### src/design/csc_pkg.sv
`timescale 1ns / 1ps
// ----------------------------------------------------------------------------
// csc_pkg: shared types and constants for the calendar seconds converter
// Command and status structs between controller and datapath, month tables,
// division and multiplier constants.
// ----------------------------------------------------------------------------
package csc_pkg;

   localparam logic [31:0] SECS_PER_DAY  = 32'd86400;
   localparam logic [31:0] SECS_PER_HOUR = 32'd3600;
   localparam logic [31:0] SECS_PER_MIN  = 32'd60;
   localparam logic [31:0] SECS_PER_YEAR = 32'd31536000;
   localparam logic [31:0] BASE_YEAR     = 32'd2000;
   localparam logic [31:0] LEAP_REF_YEAR = 32'd1997;
   localparam logic [8:0]  DAYS_COMMON   = 9'd365;
   localparam logic [8:0]  DAYS_LEAP     = 9'd366;

   // reciprocals: days = (e >> 7) * RECIP_DAY >> 35, hour = (r >> 4) * RECIP_HOUR >> 20,
   // minute = (r >> 2) * RECIP_MIN >> 14, exact over each operand range
   localparam logic [25:0] RECIP_DAY  = 26'd50903317;
   localparam logic [25:0] RECIP_HOUR = 26'd4661;
   localparam logic [25:0] RECIP_MIN  = 26'd1093;

   // division steps, each quotient followed by its remainder update
   localparam logic [2:0] DIV_DAYS     = 3'd0;
   localparam logic [2:0] DIV_DAY_REM  = 3'd1;
   localparam logic [2:0] DIV_HOUR     = 3'd2;
   localparam logic [2:0] DIV_HOUR_REM = 3'd3;
   localparam logic [2:0] DIV_MIN      = 3'd4;
   localparam logic [2:0] DIV_MIN_REM  = 3'd5;
   localparam logic [3:0] DIV_LAST     = 4'd5;

   // multiply-accumulate terms, an extra step drains the product register
   localparam logic [2:0] TERM_DAYS   = 3'd0;
   localparam logic [2:0] TERM_YEARS  = 3'd1;
   localparam logic [2:0] TERM_HOUR   = 3'd2;
   localparam logic [2:0] TERM_MINUTE = 3'd3;
   localparam logic [2:0] TERM_SECOND = 3'd4;
   localparam logic [3:0] MUL_LAST    = 4'd5;

   localparam logic [3:0] LAST_MONTH = 4'd11;
   localparam logic [3:0] FEB_INDEX  = 4'd1;

   typedef enum logic [3:0] {
      OP_NONE,
      OP_START,
      OP_MUL,
      OP_DIV_STEP,
      OP_YEAR_STEP,
      OP_MONTH_STEP,
      OP_LOAD_OUT
   } csc_op_type;

   typedef struct packed {
      csc_op_type op;
      logic [2:0] sel;
   } csc_cmd_type;

   typedef struct packed {
      logic year_done;
      logic month_done;
   } csc_sts_type;

   function automatic logic [8:0] month_start(input logic [3:0] idx);
      logic [8:0] r;
      case (idx)
         4'd0:    r = 9'd0;
         4'd1:    r = 9'd31;
         4'd2:    r = 9'd59;
         4'd3:    r = 9'd90;
         4'd4:    r = 9'd120;
         4'd5:    r = 9'd151;
         4'd6:    r = 9'd181;
         4'd7:    r = 9'd212;
         4'd8:    r = 9'd243;
         4'd9:    r = 9'd273;
         4'd10:   r = 9'd304;
         default: r = 9'd334;
      endcase
      return r;
   endfunction

   function automatic logic [4:0] month_len(input logic [3:0] idx);
      logic [4:0] r;
      case (idx)
         4'd1:    r = 5'd28;
         4'd3:    r = 5'd30;
         4'd5:    r = 5'd30;
         4'd8:    r = 5'd30;
         4'd10:   r = 5'd30;
         default: r = 5'd31;
      endcase
      return r;
   endfunction

endpackage

### src/design/csc_ctrl.sv
`timescale 1ns / 1ps
// ----------------------------------------------------------------------------
// csc_ctrl: conversion sequencer
// Accepts items, steps the datapath through multiply, divide, year and month
// phases, and owns the result valid flag.
// ----------------------------------------------------------------------------
module csc_ctrl
   import csc_pkg::*;
(
   input  logic        clock,
   input  logic        reset,
   input  logic        req_valid,
   input  logic        req_func,
   output logic        req_ready,
   output logic        rsp_valid,
   input  logic        rsp_ready,
   input  csc_sts_type sts,
   output csc_cmd_type cmd
);

   typedef enum logic [5:0] {
      ST_IDLE  = 6'b000001,
      ST_MUL   = 6'b000010,
      ST_DIV   = 6'b000100,
      ST_YEAR  = 6'b001000,
      ST_MONTH = 6'b010000,
      ST_DONE  = 6'b100000
   } state_type;

   state_type  state_ff, state_in;
   logic [3:0] cnt_ff, cnt_in;
   logic       rsp_valid_ff, rsp_valid_in;

   always_comb begin
      state_in     = state_ff;
      cnt_in       = cnt_ff;
      rsp_valid_in = rsp_valid_ff & ~rsp_ready;
      req_ready    = 1'b0;
      cmd.op       = OP_NONE;
      cmd.sel      = cnt_ff[2:0];
      case (state_ff)
         ST_IDLE: begin
            req_ready = 1'b1;
            if (req_valid) begin
               cmd.op = OP_START;
               cnt_in = '0;
               if (req_func) begin
                  state_in = ST_DIV;
               end else begin
                  state_in = ST_MUL;
               end
            end
         end
         ST_MUL: begin
            cmd.op = OP_MUL;
            cnt_in = cnt_ff + 4'd1;
            if (cnt_ff == MUL_LAST) begin
               state_in = ST_DONE;
            end
         end
         ST_DIV: begin
            cmd.op = OP_DIV_STEP;
            cnt_in = cnt_ff + 4'd1;
            if (cnt_ff == DIV_LAST) begin
               state_in = ST_YEAR;
            end
         end
         ST_YEAR: begin
            cmd.op = OP_YEAR_STEP;
            if (sts.year_done) begin
               state_in = ST_MONTH;
            end
         end
         ST_MONTH: begin
            cmd.op = OP_MONTH_STEP;
            if (sts.month_done) begin
               state_in = ST_DONE;
            end
         end
         ST_DONE: begin
            // wait until the output register is free
            if (!rsp_valid_ff || rsp_ready) begin
               cmd.op       = OP_LOAD_OUT;
               rsp_valid_in = 1'b1;
               state_in     = ST_IDLE;
            end
         end
         default: begin
            state_in = ST_IDLE;
         end
      endcase
   end

   always_ff @(posedge clock) begin
      if (reset) begin
         state_ff     <= ST_IDLE;
         cnt_ff       <= '0;
         rsp_valid_ff <= 1'b0;
      end else begin
         state_ff     <= state_in;
         cnt_ff       <= cnt_in;
         rsp_valid_ff <= rsp_valid_in;
      end
   end

   assign rsp_valid = rsp_valid_ff;

endmodule

### src/design/csc_dp.sv
`timescale 1ns / 1ps
// ----------------------------------------------------------------------------
// csc_dp: conversion datapath
// Multiply-accumulate for date to seconds, reciprocal-multiply division,
// year and month walkers for seconds to date, and the result register.
// ----------------------------------------------------------------------------
module csc_dp
   import csc_pkg::*;
(
   input  logic        clock,
   input  csc_cmd_type cmd,
   output csc_sts_type sts,
   input  logic        req_func,
   input  logic [31:0] req_elapsed_in,
   input  logic [11:0] req_year_in,
   input  logic [3:0]  req_month_in,
   input  logic [4:0]  req_day_in,
   input  logic [4:0]  req_hour_in,
   input  logic [5:0]  req_minute_in,
   input  logic [5:0]  req_second_in,
   output logic [31:0] rsp_elapsed_out,
   output logic [11:0] rsp_year_out,
   output logic [3:0]  rsp_month_out,
   output logic [4:0]  rsp_day_out,
   output logic [4:0]  rsp_hour_out,
   output logic [5:0]  rsp_minute_out,
   output logic [5:0]  rsp_second_out
);

   logic        func_ff;
   logic [31:0] daysum_ff, yd_ff, rem_ff, acc_ff, prod_ff;
   logic [15:0] days_ff;
   logic [4:0]  hour_ff;
   logic [5:0]  minute_ff;
   logic [7:0]  year_ff;
   logic [3:0]  mon_ff;

   logic [31:0] elapsed_ff;
   logic [11:0] year_out_ff;
   logic [3:0]  month_out_ff;
   logic [4:0]  day_out_ff, hour_out_ff;
   logic [5:0]  minute_out_ff, second_out_ff;

   // date-side operand preparation at accept time
   logic [3:0]  mon_idx;
   logic [31:0] year_ext, yd_in, leaps, daysum_in;
   logic        leap_add;

   always_comb begin
      if (req_month_in == 4'd0) begin
         mon_idx = 4'd0;
      end else if (req_month_in > 4'd12) begin
         mon_idx = LAST_MONTH;
      end else begin
         mon_idx = req_month_in - 4'd1;
      end
      year_ext  = {20'd0, req_year_in};
      yd_in     = year_ext - BASE_YEAR;
      leaps     = (year_ext - LEAP_REF_YEAR) >> 2;
      leap_add  = (req_year_in[1:0] == 2'd0) && (mon_idx >= 4'd2);
      daysum_in = 32'(month_start(mon_idx)) + 32'(req_day_in) - 32'd1 + leaps
                  + 32'(leap_add);
   end

   // one multiplier, term chosen by the sequencer
   logic [31:0] mul_a, mul_b;
   logic [63:0] mul_full;

   always_comb begin
      case (cmd.sel)
         TERM_DAYS: begin
            mul_a = daysum_ff;
            mul_b = SECS_PER_DAY;
         end
         TERM_YEARS: begin
            mul_a = yd_ff;
            mul_b = SECS_PER_YEAR;
         end
         TERM_HOUR: begin
            mul_a = 32'(hour_ff);
            mul_b = SECS_PER_HOUR;
         end
         TERM_MINUTE: begin
            mul_a = 32'(minute_ff);
            mul_b = SECS_PER_MIN;
         end
         TERM_SECOND: begin
            mul_a = rem_ff;
            mul_b = 32'd1;
         end
         default: begin
            mul_a = '0;
            mul_b = '0;
         end
      endcase
      mul_full = 64'(mul_a) * 64'(mul_b);
   end

   // division multiplier: quotient by reciprocal, then remainder by product
   logic [25:0] div_a, div_b;
   logic [51:0] div_p;

   always_comb begin
      case (cmd.sel)
         DIV_DAYS: begin
            div_a = 26'(rem_ff[31:7]);
            div_b = RECIP_DAY;
         end
         DIV_DAY_REM: begin
            div_a = 26'(days_ff);
            div_b = SECS_PER_DAY[25:0];
         end
         DIV_HOUR: begin
            div_a = 26'(rem_ff[16:4]);
            div_b = RECIP_HOUR;
         end
         DIV_HOUR_REM: begin
            div_a = 26'(hour_ff);
            div_b = SECS_PER_HOUR[25:0];
         end
         DIV_MIN: begin
            div_a = 26'(rem_ff[11:2]);
            div_b = RECIP_MIN;
         end
         DIV_MIN_REM: begin
            div_a = 26'(minute_ff);
            div_b = SECS_PER_MIN[25:0];
         end
         default: begin
            div_a = '0;
            div_b = '0;
         end
      endcase
      div_p = 52'(div_a) * 52'(div_b);
   end

   // year and month step logic
   logic [8:0] ylen;
   logic [4:0] mlen;

   assign ylen   = (year_ff[1:0] == 2'd0) ? DAYS_LEAP : DAYS_COMMON;
   assign mlen   = month_len(mon_ff)
                   + {4'd0, (mon_ff == FEB_INDEX) && (year_ff[1:0] == 2'd0)};

   assign sts.year_done  = days_ff < 16'(ylen);
   assign sts.month_done = (mon_ff == LAST_MONTH) || (days_ff < 16'(mlen));

   always_ff @(posedge clock) begin
      case (cmd.op)
         OP_START: begin
            func_ff   <= req_func;
            hour_ff   <= req_hour_in;
            minute_ff <= req_minute_in;
            rem_ff    <= req_func ? req_elapsed_in : 32'(req_second_in);
            daysum_ff <= daysum_in;
            yd_ff     <= yd_in;
            acc_ff    <= '0;
            prod_ff   <= '0;
            year_ff   <= '0;
            mon_ff    <= '0;
         end
         OP_MUL: begin
            prod_ff <= mul_full[31:0];
            acc_ff  <= acc_ff + prod_ff;
         end
         OP_DIV_STEP: begin
            case (cmd.sel)
               DIV_DAYS: begin
                  days_ff <= div_p[50:35];
               end
               DIV_HOUR: begin
                  hour_ff <= div_p[24:20];
               end
               DIV_MIN: begin
                  minute_ff <= div_p[19:14];
               end
               default: begin
                  rem_ff <= rem_ff - div_p[31:0];
               end
            endcase
         end
         OP_YEAR_STEP: begin
            if (!sts.year_done) begin
               year_ff <= year_ff + 8'd1;
               days_ff <= days_ff - 16'(ylen);
            end
         end
         OP_MONTH_STEP: begin
            if (!sts.month_done) begin
               mon_ff  <= mon_ff + 4'd1;
               days_ff <= days_ff - 16'(mlen);
            end
         end
         OP_LOAD_OUT: begin
            if (func_ff) begin
               elapsed_ff    <= '0;
               year_out_ff   <= 12'(year_ff) + BASE_YEAR[11:0];
               month_out_ff  <= mon_ff + 4'd1;
               day_out_ff    <= days_ff[4:0] + 5'd1;
               hour_out_ff   <= hour_ff;
               minute_out_ff <= minute_ff;
               second_out_ff <= rem_ff[5:0];
            end else begin
               elapsed_ff    <= acc_ff;
               year_out_ff   <= '0;
               month_out_ff  <= '0;
               day_out_ff    <= '0;
               hour_out_ff   <= '0;
               minute_out_ff <= '0;
               second_out_ff <= '0;
            end
         end
         default: begin
         end
      endcase
   end

   assign rsp_elapsed_out = elapsed_ff;
   assign rsp_year_out    = year_out_ff;
   assign rsp_month_out   = month_out_ff;
   assign rsp_day_out     = day_out_ff;
   assign rsp_hour_out    = hour_out_ff;
   assign rsp_minute_out  = minute_out_ff;
   assign rsp_second_out  = second_out_ff;

endmodule

### src/design/calendar_seconds_converter.sv
`timescale 1ns / 1ps
// ----------------------------------------------------------------------------
// calendar_seconds_converter: calendar date-time <-> seconds since 2000-01-01
// Sequencer plus datapath; one result item for each input item.
//
//   channel  ports   direction  handshake
//   request  req_*   in         req_valid / req_ready
//   response rsp_*   out        rsp_valid / rsp_ready
//
// date to seconds: five multiply-accumulate terms on one 32x32 multiplier
// plus a drain step. seconds to date: six reciprocal-multiply and subtract
// steps split off days, hour, minute and second, then one step per year
// walked (up to 136) and per month walked (up to 11). one item is
// converted at a time; the next is taken while the last result waits in
// the output register.
// reset clears the sequencer and the result valid flag.
// ----------------------------------------------------------------------------
module calendar_seconds_converter
   import csc_pkg::*;
(
   input  logic        clock,
   input  logic        reset,
   input  logic        req_valid,
   output logic        req_ready,
   input  logic        req_func,
   input  logic [31:0] req_elapsed_in,
   input  logic [11:0] req_year_in,
   input  logic [3:0]  req_month_in,
   input  logic [4:0]  req_day_in,
   input  logic [4:0]  req_hour_in,
   input  logic [5:0]  req_minute_in,
   input  logic [5:0]  req_second_in,
   output logic        rsp_valid,
   input  logic        rsp_ready,
   output logic [31:0] rsp_elapsed_out,
   output logic [11:0] rsp_year_out,
   output logic [3:0]  rsp_month_out,
   output logic [4:0]  rsp_day_out,
   output logic [4:0]  rsp_hour_out,
   output logic [5:0]  rsp_minute_out,
   output logic [5:0]  rsp_second_out
);

   csc_cmd_type cmd;
   csc_sts_type sts;

   csc_ctrl u_ctrl (
      .clock     (clock),
      .reset     (reset),
      .req_valid (req_valid),
      .req_func  (req_func),
      .req_ready (req_ready),
      .rsp_valid (rsp_valid),
      .rsp_ready (rsp_ready),
      .sts       (sts),
      .cmd       (cmd)
   );

   csc_dp u_dp (
      .clock           (clock),
      .cmd             (cmd),
      .sts             (sts),
      .req_func        (req_func),
      .req_elapsed_in  (req_elapsed_in),
      .req_year_in     (req_year_in),
      .req_month_in    (req_month_in),
      .req_day_in      (req_day_in),
      .req_hour_in     (req_hour_in),
      .req_minute_in   (req_minute_in),
      .req_second_in   (req_second_in),
      .rsp_elapsed_out (rsp_elapsed_out),
      .rsp_year_out    (rsp_year_out),
      .rsp_month_out   (rsp_month_out),
      .rsp_day_out     (rsp_day_out),
      .rsp_hour_out    (rsp_hour_out),
      .rsp_minute_out  (rsp_minute_out),
      .rsp_second_out  (rsp_second_out)
   );

endmodule
### config.mk
export PLATFORM = sky130hd
export DESIGN_NAME = calendar_seconds_converter
export DESIGN_NICKNAME = d
export VERILOG_FILES = /design/src/design/csc_pkg.sv /design/src/design/csc_ctrl.sv /design/src/design/csc_dp.sv /design/src/design/calendar_seconds_converter.sv
export SDC_FILE = /design/constraint.sdc
export NUM_CORES = 2
export LEC_CHECK = 0
export BUFFER_PORTS_ARGS = -buffer_cell sky130_fd_sc_hd__buf_4
export CAP_MARGIN = 20
export CORE_MARGIN = 5
export CORE_UTILIZATION = 40
export CTS_CLUSTER_DIAMETER = 40
export DETAILED_ROUTE_END_ITERATION = 10
export GPL_ROUTABILITY_DRIVEN = 0
export PLACE_DENSITY = 0.59
export SLEW_MARGIN = 20
export SYNTH_ARGS = -nofsm -noshare
export SYNTH_HDL_FRONTEND = slang
export SYNTH_SLANG_ARGS = --single-unit
### constraint.sdc
create_clock -name clock -period 13 [get_ports clock]
set_clock_uncertainty 0.2 [all_clocks]
set_input_delay 3.25 -clock clock [delete_from_list [all_inputs] [get_ports clock]]
set_output_delay 3.25 -clock clock [all_outputs]
set_load 0.05 [all_outputs]
== Word level (Yosys, flattened, before mapping) ==
Memory sizes are Yosys's and may differ from the RTL's.
Cells that the tools add are included.

* Logic and storage cells: 150
* Output and inout bits: 72
* Bits in registers: 281
* Memories: 1
* Bits in read-only memories: 144

* Magnitude comparators: 4
* Mux-type cells: 41
* Reduce and logical (&&, ||, !) cells: 26
* $add $sub $neg: 17
* Equal/unequal tests: 36
* Multipliers: 2
* Bitwise operators: 2

{| class="wikitable"
|+ Memory list
! memory !! depth !! bits a word !! rd ports !! clocked after memory_dff !! write ports !! line !! source
|-
| (no name shown) || 16 || 9 || 1 || 0 || 0 || csc_pkg.sv:66 || <nowiki>case (idx)</nowiki>
|}

{| class="wikitable"
|+ Operators with widths
! cell !! number
|-
| one-hot mux 32 bit (2 select lines) || 3
|-
| one-hot mux 32 bit (5 select lines) || 1
|-
| one-hot mux 26 bit (6 select lines) || 1
|-
| one-hot mux 25 bit (6 select lines) || 1
|-
| one-hot mux 25 bit (5 select lines) || 1
|-
| two-way mux 32 bit || 2
|-
| multiplier 25 x 26 -> 51 bit || 1
|-
| two-way mux 16 bit || 3
|-
| one-hot mux 16 bit (3 select lines) || 1
|-
| two-way mux 6 bit || 7
|-
| one-hot mux 6 bit (6 select lines) || 1
|-
| adder 32 x 1 -> 32 bit || 1
|-
| adder 32 x 30 -> 32 bit || 1
|-
| adder 32 bit || 1
|-
| multiplier 32 x 25 -> 32 bit || 1
|-
| subtractor 32 x 1 -> 32 bit (second input constant) || 1
|-
| subtractor 32 bit || 1
|-
| subtractor 12 x 11 -> 13 bit (second input constant) || 2
|-
| one-hot mux 4 bit (6 select lines) || 1
|-
| == test 4 x 3 -> 1 bit (second input constant) || 5
|-
| < comparator 16 x 5 -> 1 bit || 1
|-
| < comparator 16 x 9 -> 1 bit || 1
|-
| two-way mux 4 bit || 4
|-
| inequality test 2 bit (second input constant) || 8
|-
| other kinds (50) || 78
|}

== Logic depth before layout (Yosys ltp) ==
* Word-level depth: 8
* Depth in mapped cells: 47
* Mapped depth without buffers: 42

== Hierarchy ==
Synthesis repeated with hierarchy kept, for this count alone.

* Cell total of the unflattened synthesis: 4287
* Area total of the unflattened synthesis: 41728.8 µm²

{| class="wikitable"
|+ By module, submodules not included
! module !! area each (µm²) !! instances !! cells each
|-
| csc_dp || 40934.3 || 1 || 4189
|-
| csc_ctrl || 794.5 || 1 || 98
|}

== Least setup slack after synthesis ==
Ideal clock, no wire load.

* Path kind: register to register
* Start point: register u_ctrl.cnt_ff[1]
* End point: register u_dp.rem_ff[31], data pin
* Setup slack: 2.744 ns
* Clock period less this slack: 10.256 ns
* Data required time: 12.536 ns
* Cell stages (with the launch flop): 46
* Arrival: 9.792 ns
* Path through: dfxtp_1 > clkinv_1 > ha_1 > clkbuf_1 > inv_1 > nor2_1 > clkbuf_1 > buf_1 > buf_1 > buf_1 > nand2_1 > nand4_1 > nand2_1 > fa_1 > inv_1 > fa_1 > inv_1 > fa_1 > [... 10 more ...] > o21ai_0 > a21boi_1 > o21a_1 > nor2_1 > xor2_1 > ha_1 > nand3_1 > nand2b_1 > inv_1 > o21ai_2 > nand4b_2 > maj3_2 > nor4b_1 > or4_4 > o41ai_4 > o21ai_2 > xnor2_1 > o21ai_1

* Cells in the longest elaborated chain, start to end: 6
* Elaborated cells on any way between the ends: 12
* Classes of those cells: add/sub: 1; mul: 1; eq/ne: 5; mux: 4; reduce/logical: 1

{| class="wikitable"
|+ RTL lines
! element !! line !! source
|-
| start: declaration || csc_ctrl.sv:31 || <nowiki>logic [3:0] cnt_ff, cnt_in;</nowiki>
|-
| start signal: assignment || csc_ctrl.sv:101 || <nowiki>cnt_ff <= cnt_in;</nowiki>
|-
| == test 3 bit, or another cell as far along || csc_dp.sv:104 || <nowiki>case (cmd.sel)</nowiki>
|-
| one-hot mux 25 bit (6 select lines) / one-hot mux 26 bit (6 select lines) (equally long branches) || csc_dp.sv:104 ||
|-
| multiplier 25 x 26 -> 51 bit * || csc_dp.sv:134 || <nowiki>div_p = 52'(div_a) * 52'(div_b);</nowiki>
|-
| subtractor 32 bit * || csc_dp.sv:178 || <nowiki>rem_ff <= rem_ff - div_p[31:0];</nowiki>
|-
| two-way mux 32 bit * || csc_dp.sv:167 || <nowiki>case (cmd.sel)</nowiki>
|-
| one-hot mux 32 bit (2 select lines) * || csc_dp.sv:149 || <nowiki>case (cmd.op)</nowiki>
|-
| end signal: assignment || csc_dp.sv:154 || <nowiki>rem_ff <= req_func ? req_elapsed_in : 32'(req_second_in);</nowiki>
|-
| end signal: assignment || csc_dp.sv:178 ||
|-
| end: declaration || csc_dp.sv:31 || <nowiki>logic [31:0] daysum_ff, yd_ff, rem_ff, acc_ff, prod_ff;</nowiki>
|}

Mark *: on every way between the ends. The rest lies on a longest branch, timed or not. The select of a mux whose other input is x is not followed.
A chain may end at the register's enable or synchronous reset.

== Worst setup path after layout ==
* Start point: register u_ctrl.cnt_ff[1]
* End point: register u_dp.rem_ff[30], data pin

The elaborated chain is that of the path after synthesis.

==> metrics.md <==
| Metric | Value |
|---|---|
| Status | `finished, final reports clean` |
| Pins Over Slew Limit | `0` |
| Crit. Startpoint | `u_ctrl.cnt_ff[1]` |
| Die width | `336 microns` |
| CTS tree | `done` |
| Min-Delay Path Class | `reg -> reg` |
| Area of placed instances | `45400 sq um` |
| Die H | `336 microns` |
| # setup viols final | `0` |
| Hold Crit Depth | `1` |
| Worst Setup End Kind | `flip-flop` |
| Critical Path Fanout Max | `24` |
| Post-CTS sizing | `0` |
| Clock Tree Root | `clkbuf_16` |
| Commonest non-fill, non-tap cell in the layout | `inv_1` |
| Distinct cells, synth | `84` |
| Worst-margin pin slew | `1170 ps` |
| DP HPWL | `105000 microns` |
| Sum Neg Setup Slack | `0 ps` |
| Synthesized flop and latch total | `250` |
| Clock-pin slew on the worst setup and hold paths | `50 ps` |
| Largest net degree at the start of global routing | `91` |
| RSZ-0062 raised after global routing | `no` |
| Iter 0 DRT Violations | `2619` |
| Post-Syn Instances | `4528` |
| CP Class | `reg -> reg` |
| Vias per cell | `5.17` |
| Starting density of the core | `40.3%` |
| Clk sink count | `250` |
| Hold-fix buffers, CTS | `0` |
| Layout area overhead | `10.7%` |
| Warning count from the yosys run | `0` |
| Worst Path Arrival | `11920 ps` |
| Filler cells | `10300` |
| DR vias | `31600` |
| Number of setup buffers added after CTS | `0` |
| Gr ovfl total | `0` |
| CP max-delay cell | `a21oi_1` |
| Clk buf depth | `3` |
| Design Area, Final | `47100 sq um` |
| Max Freq | `85.7 MHz` |
| Net count, final | `5946` |
| ANT nets after route | `0` |
| Footprint of the multi-input gates | `31000 sq um` |
| Asr flop ratio synth | `0%` |
| Crit share post-route | `89.7%` |
| Worst path max stage delay | `640 ps` |
| Antenna violations before repair | `10` |
| Max Cap Viol | `0` |
| Worst R2R Setup Slack | `1340 ps` |
| Yosys top cell area share | `31.2%` |
| Wire length of the first global-routing pass | `192000 microns` |
| Worst path most repeated cell | `fa_1` |
| Worst setup SP type | `flip-flop` |
| Drt drc | `0` |
| # IOs | `147` |
| FF/Latch Area | `7400 sq um` |
| Core ar. | `105000 sq um` |
| FP Rows | `119` |
| Final WL | `124000 microns` |
| Number of port buffers | `146` |
| Fin crit period | `11660 ps` |
| Most frequent cells in the layout | `inv_1 (1027), fa_1 (663), ha_1 (530)` |
| Hold Crit Start | `u_ctrl.cnt_ff[3]` |
| Wire length per cell | `20.3 microns` |
| Dominant register cell in the synthesized netlist | `edfxtp_1` |
| Req. time, crit path | `13260 ps` |
| Htree depth | `2` |
| Initial DRT Pass Iterations | `9` |
| Post-synthesis sequential area ratio | `17.4%` |
| Synth area leaders | `fa_1 (31%), edfxtp_1 (17%), ha_1 (16%)` |
| Yosys top cell by area | `fa_1` |
| Full die area | `113000 sq um` |
| Relative max-transition margin | `21.9%` |
| Vias in the first global route | `32200` |
| CTS buffer count | `47` |
| Utilization after layout | `44.6%` |
| Synthesized area | `42500 sq um` |
| Layout cells sized above 1 | `6.89%` |
| Mean cell area of the mapped netlist | `9.39 sq um` |
| Total track usage | `22.1%` |
| Clock Latency Late Sink | `600 ps` |
| Final hold vios | `0` |
| EDFF count, synth | `239` |
| Worst reg-to-reg path cell count | `40` |
| Worst R2R Start | `u_ctrl.cnt_ff[1]` |
## worst max-delay path: cells and delay by family (launching register included)
family / cells / cell delay (ps)
fa+ha+maj: 10 / 4880
flops: 1 / 300
compound gates: 13 / 3280
buf+inv: 7 / 1100
simple gates: 9 / 1480
xor+xnor: 1 / 230
## area by class of cell
type | instances | share of cell area [%]
diodes | 5 | 0.0266
clock inverters | 31 | 0.880
well taps | 1391 | 3.70
flip-flops and latches | 250 | 15.7
inverters | 1029 | 8.21
repair buffers | 189 | 3.01
multi-input cells | 3161 | 65.8
clock buffers | 55 | 2.61
## registers in the layout, summed over array words and instances (netlist names), 4 cells and up
| signal | flops |
|---|---|
| u_dp.acc_ff | 32 |
| u_dp.prod_ff | 32 |
| u_dp.rem_ff | 32 |
| u_dp.rsp_elapsed_out | 32 |
| u_dp.daysum_ff | 21 |
| u_dp.days_ff | 16 |
| u_dp.yd_ff | 13 |
| u_dp.rsp_year_out | 11 |
| u_dp.year_ff | 8 |
| u_ctrl.state_ff | 6 |
| u_dp.minute_ff | 6 |
| u_dp.rsp_minute_out | 6 |
| u_dp.rsp_second_out | 6 |
| u_dp.hour_ff | 5 |
| u_dp.rsp_day_out | 5 |
| u_dp.rsp_hour_out | 5 |
| u_ctrl.cnt_ff | 4 |
| u_dp.mon_ff | 4 |
| u_dp.rsp_month_out | 4 |
## metal layers
layer	part of all wire, %	global-route usage (%)	wire length (microns)
met5	0	0	0
met4	4.3	8.21	5370
met3	10	6.18	12700
met2	41	32.1	51100
met1	44	31.6	54700
## final timing paths
kind | to
worst min register to register | u_ctrl.cnt_ff[3]
worst min-delay path | u_ctrl.cnt_ff[3]
worst max-delay path | u_dp.rem_ff[30]
worst max register to register | u_dp.rem_ff[30]
## through the flow
| step | hold WS (ps) | cells | setup slack (ps) |
|---|---|---|---|
| after floorplan | 245 | 4556 | 2740 |
| after global placement | 272 | 6020 | 1640 |
| after detailed placement | 284 | 6020 | 1420 |
| after CTS | 319 | 6106 | 1350 |
| after global routing | 326 | 6107 | 683 |
| final | 321 | 6111 | 1340 |
## synth_stat cells, types with 65 or more instances
master    instances
a21o_1           65
a21oi_1         168
clkbuf_1        101
edfxtp_1        239
fa_1            663
ha_1            530
inv_1          1027
nand2_1         334
nand3_1          69
nor2_1          406
nor2b_1          69
o21ai_0         135
xnor2_1         111
xor2_1           81
## cell families after synthesis
logic type	Yosys count	synth area share, %
mux	19	0.474
compound gates	596	9.03
xor+xnor	193	3.99
flops	250	17.4
fa+ha+maj	1196	46.9
other cells	2	0.0177
simple gates	1127	12.1
buf+inv	1145	10.1
Power is left out: the tool's default activity adds up to more than one toggle a clock period on the data nets, which glitch-free logic cannot reach.
